File: src/hw/rtl/fotb_pkg.sv
`default_nettype none
package fotb_pkg;

	localparam int DivBits = 64;
	localparam int IdxBits = 32;
	localparam int TierStages = 4;

	localparam logic [2:0] TIER_DIRECT = 3'd0;
	localparam logic [2:0] TIER_SINGLE = 3'd1;
	localparam logic [2:0] TIER_DOUBLE = 3'd2;
	localparam logic [2:0] TIER_TRIPLE = 3'd3;
	localparam logic [2:0] TIER_PAST   = 3'd4;

	localparam logic [2:0] REG_BLOCK_SIZE  = 3'd0;
	localparam logic [2:0] REG_DIRECT_SPAN = 3'd1;
	localparam logic [2:0] REG_SINGLE_SPAN = 3'd2;
	localparam logic [2:0] REG_DOUBLE_SPAN = 3'd3;
	localparam logic [2:0] REG_TRIPLE_SPAN = 3'd4;

	typedef struct packed {
		logic [2:0]         tier;
		logic [IdxBits-1:0] top;
		logic [IdxBits-1:0] mid;
		logic               ovf;
	} side_t;

	function automatic logic [IdxBits-1:0] sat_idx(input logic [DivBits-1:0] v);
		sat_idx = (|v[DivBits-1:IdxBits]) ? {IdxBits{1'b1}} : v[IdxBits-1:0];
	endfunction

	function automatic logic idx_over(input logic [DivBits-1:0] v);
		idx_over = |v[DivBits-1:IdxBits];
	endfunction

endpackage
`default_nettype wire

File: src/hw/rtl/fotb_classify.sv
`default_nettype none
module fotb_classify (
	input  wire logic        clk,
	input  wire logic        arst_n,
	input  wire logic        en,
	input  wire logic        in_valid,
	input  wire logic [63:0] in_offset,
	input  wire logic [63:0] direct_span,
	input  wire logic [63:0] single_span,
	input  wire logic [63:0] double_span,
	input  wire logic [63:0] triple_span,
	output logic             out_valid,
	output logic [2:0]       out_tier,
	output logic [63:0]      out_rem
);

	logic [63:0] span [0:fotb_pkg::TierStages-1];
	logic        v_s    [0:fotb_pkg::TierStages];
	logic        done_s [0:fotb_pkg::TierStages];
	logic [2:0]  tier_s [0:fotb_pkg::TierStages];
	logic [63:0] x_s    [0:fotb_pkg::TierStages];

	assign span[0] = direct_span;
	assign span[1] = single_span;
	assign span[2] = double_span;
	assign span[3] = triple_span;

	assign v_s[0]    = in_valid;
	assign done_s[0] = 1'b0;
	assign tier_s[0] = fotb_pkg::TIER_PAST;
	assign x_s[0]    = in_offset;

	// Each stage peels off one tier: one subtract and compare per stage.
	for (genvar k = 0; k < fotb_pkg::TierStages; k++) begin : g_stage
		logic hit;
		assign hit = !done_s[k] && (x_s[k] < span[k]);

		always_ff @(posedge clk or negedge arst_n) begin
			if (!arst_n) begin
				v_s[k+1] <= 1'b0;
			end else if (en) begin
				v_s[k+1] <= v_s[k];
			end
		end

		always_ff @(posedge clk) begin
			if (en) begin
				done_s[k+1] <= done_s[k] || hit;
				tier_s[k+1] <= hit ? 3'(k) : tier_s[k];
				x_s[k+1]    <= (done_s[k] || hit) ? x_s[k] : x_s[k] - span[k];
			end
		end
	end

	assign out_valid = v_s[fotb_pkg::TierStages];
	assign out_tier  = tier_s[fotb_pkg::TierStages];
	assign out_rem   = x_s[fotb_pkg::TierStages];

endmodule
`default_nettype wire

File: config.mk
export PLATFORM = sky130hd
export DESIGN_NAME = fotb_classify
export DESIGN_NICKNAME = d
export VERILOG_FILES = /design/src/hw/rtl/fotb_pkg.sv /design/src/hw/rtl/fotb_classify.sv
export SDC_FILE = /design/constraint.sdc
export NUM_CORES = 1
export LEC_CHECK = 0
export BUFFER_PORTS_ARGS = -buffer_cell sky130_fd_sc_hd__buf_4
export CORE_MARGIN = 1
export CORE_UTILIZATION = 40
export CTS_BUF_LIST = sky130_fd_sc_hd__clkbuf_16
export DETAILED_ROUTE_END_ITERATION = 8
export SLEW_MARGIN = 10
export SYNTH_ARGS = -nofsm -noshare
export SYNTH_HDL_FRONTEND = slang
export SYNTH_SLANG_ARGS = --single-unit
export TNS_END_PERCENT = 10
File: constraint.sdc
create_clock -name clk -period 3.56 [get_ports clk]
set_clock_uncertainty 0.15 [all_clocks]
set_input_delay 1.068 -clock clk [delete_from_list [all_inputs] [get_ports clk]]
set_output_delay 1.068 -clock clk [all_outputs]
set_load 0.01 [all_outputs]
==> impl_metrics.toml <==
[global_routing]
track_usage_pct = 25.1
grt_pass1_wl_um = 140000
grtUsageMet2_pct = 41.3
grt_max_degree = 70
met1_usage_pct = 35.4
antenna_found_initial = 3
grt.met3_usage_pct = 2.06
busiest_layer = "met2"
grt_pass1_vias = 27200
grt_overflow = 0

[sta]
tightestPinTransition_ns = 0.556
rsz0062_at_grt = "yes"
period_share_pct = 117
slew_headroom_pct = 62.5
max_freq_ghz = 0.239
hold_viol = 0
maxSlewViolCount = 0
hold_ws_ns = 0.109
timing.final.ws_setup_ns = -0.617
setup_viol = 223
fin_crit_ns = 4.18
fin_setup_tns_ns = -47.26

[clock_network]
insertion_delay_ns = 0.60
clockBufferDepth = 3
clock_sinks = 272
cts_root_buf = "clkbuf_16"
htree_levels = 1
hold_buffers = 0
cts_tree = "done"
cts_buffers = 31
clk_pin_slew_ns = 0.06

[setup_path]
critPathMaxFanout = 6
critical_path_class = "primary input to flip-flop"
r2r-end = "x_s[75]"
worstPathArrival_ns = 4.37
crit_slowest_cell = "o41a_4"
start_kind = "primary input"
worstPathBufferInverterCount = 5
path_cells = "buf_12 -> inv_12 -> ha_4 -> fa_2 -> nand2b_4 -> a21oi_4 -> o21ai_2 -> a221oi_2 -> buf_4 -> o21ai_4 -> o31a_1 -> o31a_1 -> o31a_1 -> o41a_4 -> buf_16 -> buf_12 -> mux2_4"
r2r-start = "x_s[128]"
r2r_slack_ns = -0.17
crit_start = "in_offset[0]"
cp.required_ns = 3.75
cpMostUsedCell = "o31a_1"
cpPeakStageDelay_ns = 0.39
cpLargestDelayFamily = "compound AO/OA/AOI/OAI gates"
critical_path.endpoint_type = "flip-flop"
rr_worst_depth = 16

[yosys]
synth_cell_type_count = 77
yosysWarnings = 0
ys_seq_area_share_pct = 29.9
synth_flop_cell = "edfxtp_1"
synth_edf_count = 268
synth_area_um2 = 27200
synth_cells = 3414
synth-seq-cells = 272
synth.avg_cell_area_um2 = 7.97
synthArstFlopShare_pct = 1.47
syn_nets = 3998

[power]
p_per_area_nw_per_um2 = 430
share_comb_of_total_power_pct = 54.4
vdd_drop_max_v = 0.000384
p_sw_share_pct = 36.1
power.share.clock_pct = 18.9
p_sw_uw = 6220
finalPower_uw = 17200
power_frac_seq_pct = 26.7
leakage_uw = 0.0197
p_int_uw = 11000

[die]
start_util_pct = 40.5
die_w_um = 263
die_y_um = 263
rows = 95
io_pins = 392
coreArea_um2 = 67300
fp.dieArea_um2 = 69100

[finish]
num-nets-final = 5246
final_cell_mix = "1,389 x buf_4, 451 x nand2_1, 322 x o21ai_0"
num-fill-cells = 6092
multi_input_area_um2 = 17400
syn_to_final_growth_pct = 47.3
layout_commonest_cell = "buf_4"
layout-drive-gt1-share_pct = 34.8
seqCellArea_um2 = 8150
final_util_pct = 59.6

[route]
drt_iter0_drc = 1545
drtPass1Iterations = 6
postRouteAntennaNets = 0
viasPerCell = 5.05
vias = 28100
drc = 0
wl_per_cell_um = 16.1
wl_um = 89300

[worst_hold_path]
min_path_type = "primary input to asynchronous set/reset pin"

[run_status]
status = "finished with violations"
violations = "negative setup slack"

[job]
cap_violations = 0

[place]
place_hpwl_um = 75600
gp_congestion = 0.926
port_buffers = 391
## synthesized netlist by cell type (all sizes together), types with 10 or more instances
master	number	area, µm²
a211oi	20	150
a21boi	15	113
a21o	128	961
a21oi	305	1530
a31oi	38	238
and2	20	125
and3	25	156
buf	84	618
clkbuf	132	497
edfxtp	268	8050
ha	256	3200
inv	315	1180
mux2	19	233
nand2	481	1810
nand2b	31	194
nand3	57	285
nand4	70	438
nor2	169	634
nor2b	31	194
nor3	52	260
o211ai	16	120
o21a	24	180
o21ai	400	2000
o21bai	56	420
o31ai	18	135
o41ai	12	131
or3	10	62.6
xnor2	125	1090
xor2	106	928
## sequential cells by signal (all words and copies together), names as in the netlist
name	flops
tier_s	6
done_s	3
out_valid	1
out_tier	3
out_rem	64
x_s	192
v_s	3
## power groups by stage
stage / Clock, µW / Sequential (µW) / Combinational, µW
after floorplan: 0 / 4450 / 4900
after global placement: 0 / 4660 / 8820
after detailed placement: 0 / 4660 / 8900
after CTS: 3360 / 4600 / 9170
after global routing: 3470 / 4650 / 10300
final: 3260 / 4610 / 9370
## logic make-up after synthesis
family,Yosys count,synth area share (%)
flops,272,29.9
simple gates,989,16.5
compound gates,1109,24.7
mux,22,0.965
fa+ha+maj,260,12.1
xor+xnor,231,7.43
buf+inv,531,8.44
## layer usage
| layer | wire [µm] | vias to the layer above |
|---|---|---|
| li1 | - | 14600 |
| met1 | 42800 | 12700 |
| met2 | 40500 | 644 |
| met3 | 4010 | 97 |
| met4 | 2000 | 4 |
| met5 | 27 | - |
## worst max path at each step
stage / to / slack [ns] / depth (start not counted)
2_1_floorplan: x_s[67] / -0.85 / 13
3_3_place_gp: x_s[195] / -1.33 / 17
3_5_place_dp: x_s[195] / -1.42 / 17
4_1_cts: x_s[195] / -0.62 / 18
5_1_grt: x_s[253] / -0.72 / 19
6_report: x_s[200] / -0.62 / 17
## layout make-up
| cell class | instances | area share (%) |
|---|---|---|
| Antenna cell | 1 | 0.00624 |
| Clock buffer | 31 | 1.93 |
| Clock inverter | 27 | 0.652 |
| Inverter | 315 | 2.98 |
| Multi-Input combinational cell | 2611 | 43.5 |
| Sequential cell | 272 | 20.3 |
| Tap cell | 873 | 2.72 |
| Timing Repair Buffer | 1431 | 27.9 |
## what timing repair did
action	CTS	global route
gates resized for setup	110	74
pin swaps	20	20
hold endpoints to repair	0	0
setup buffers	7	4
setup endpoints to repair	268	265
cloned	5	3
## through the flow
stage / instances / instance area, µm² / setup slack [ns]
finish: 5561 / 40100 / -0.617
global route: 5561 / 40100 / -0.716
CTS: 5553 / 39700 / -0.622
detailed placement: 5483 / 38000 / -1.42
global placement: 5483 / 38000 / -1.33
floorplan: 3414 / 27300 / -0.853
## worst reg2reg max path: stages, from the launching register on
cell and delay (ns):
edfxtp_1 0.44, inv_2 0.10, ha_4 0.13, fa_2 0.20
nand2b_4 0.12, a211oi_2 0.07, o41a_1 0.35, buf_6 0.14
a21bo_4 0.23, a21oi_4 0.16, o21ai_1 0.08, buf_4 0.16
a41oi_4 0.18, nor3b_4 0.08, o41ai_4 0.28, buf_12 0.24
mux2_2 0.38
Power figures use the tool's default switching activity.
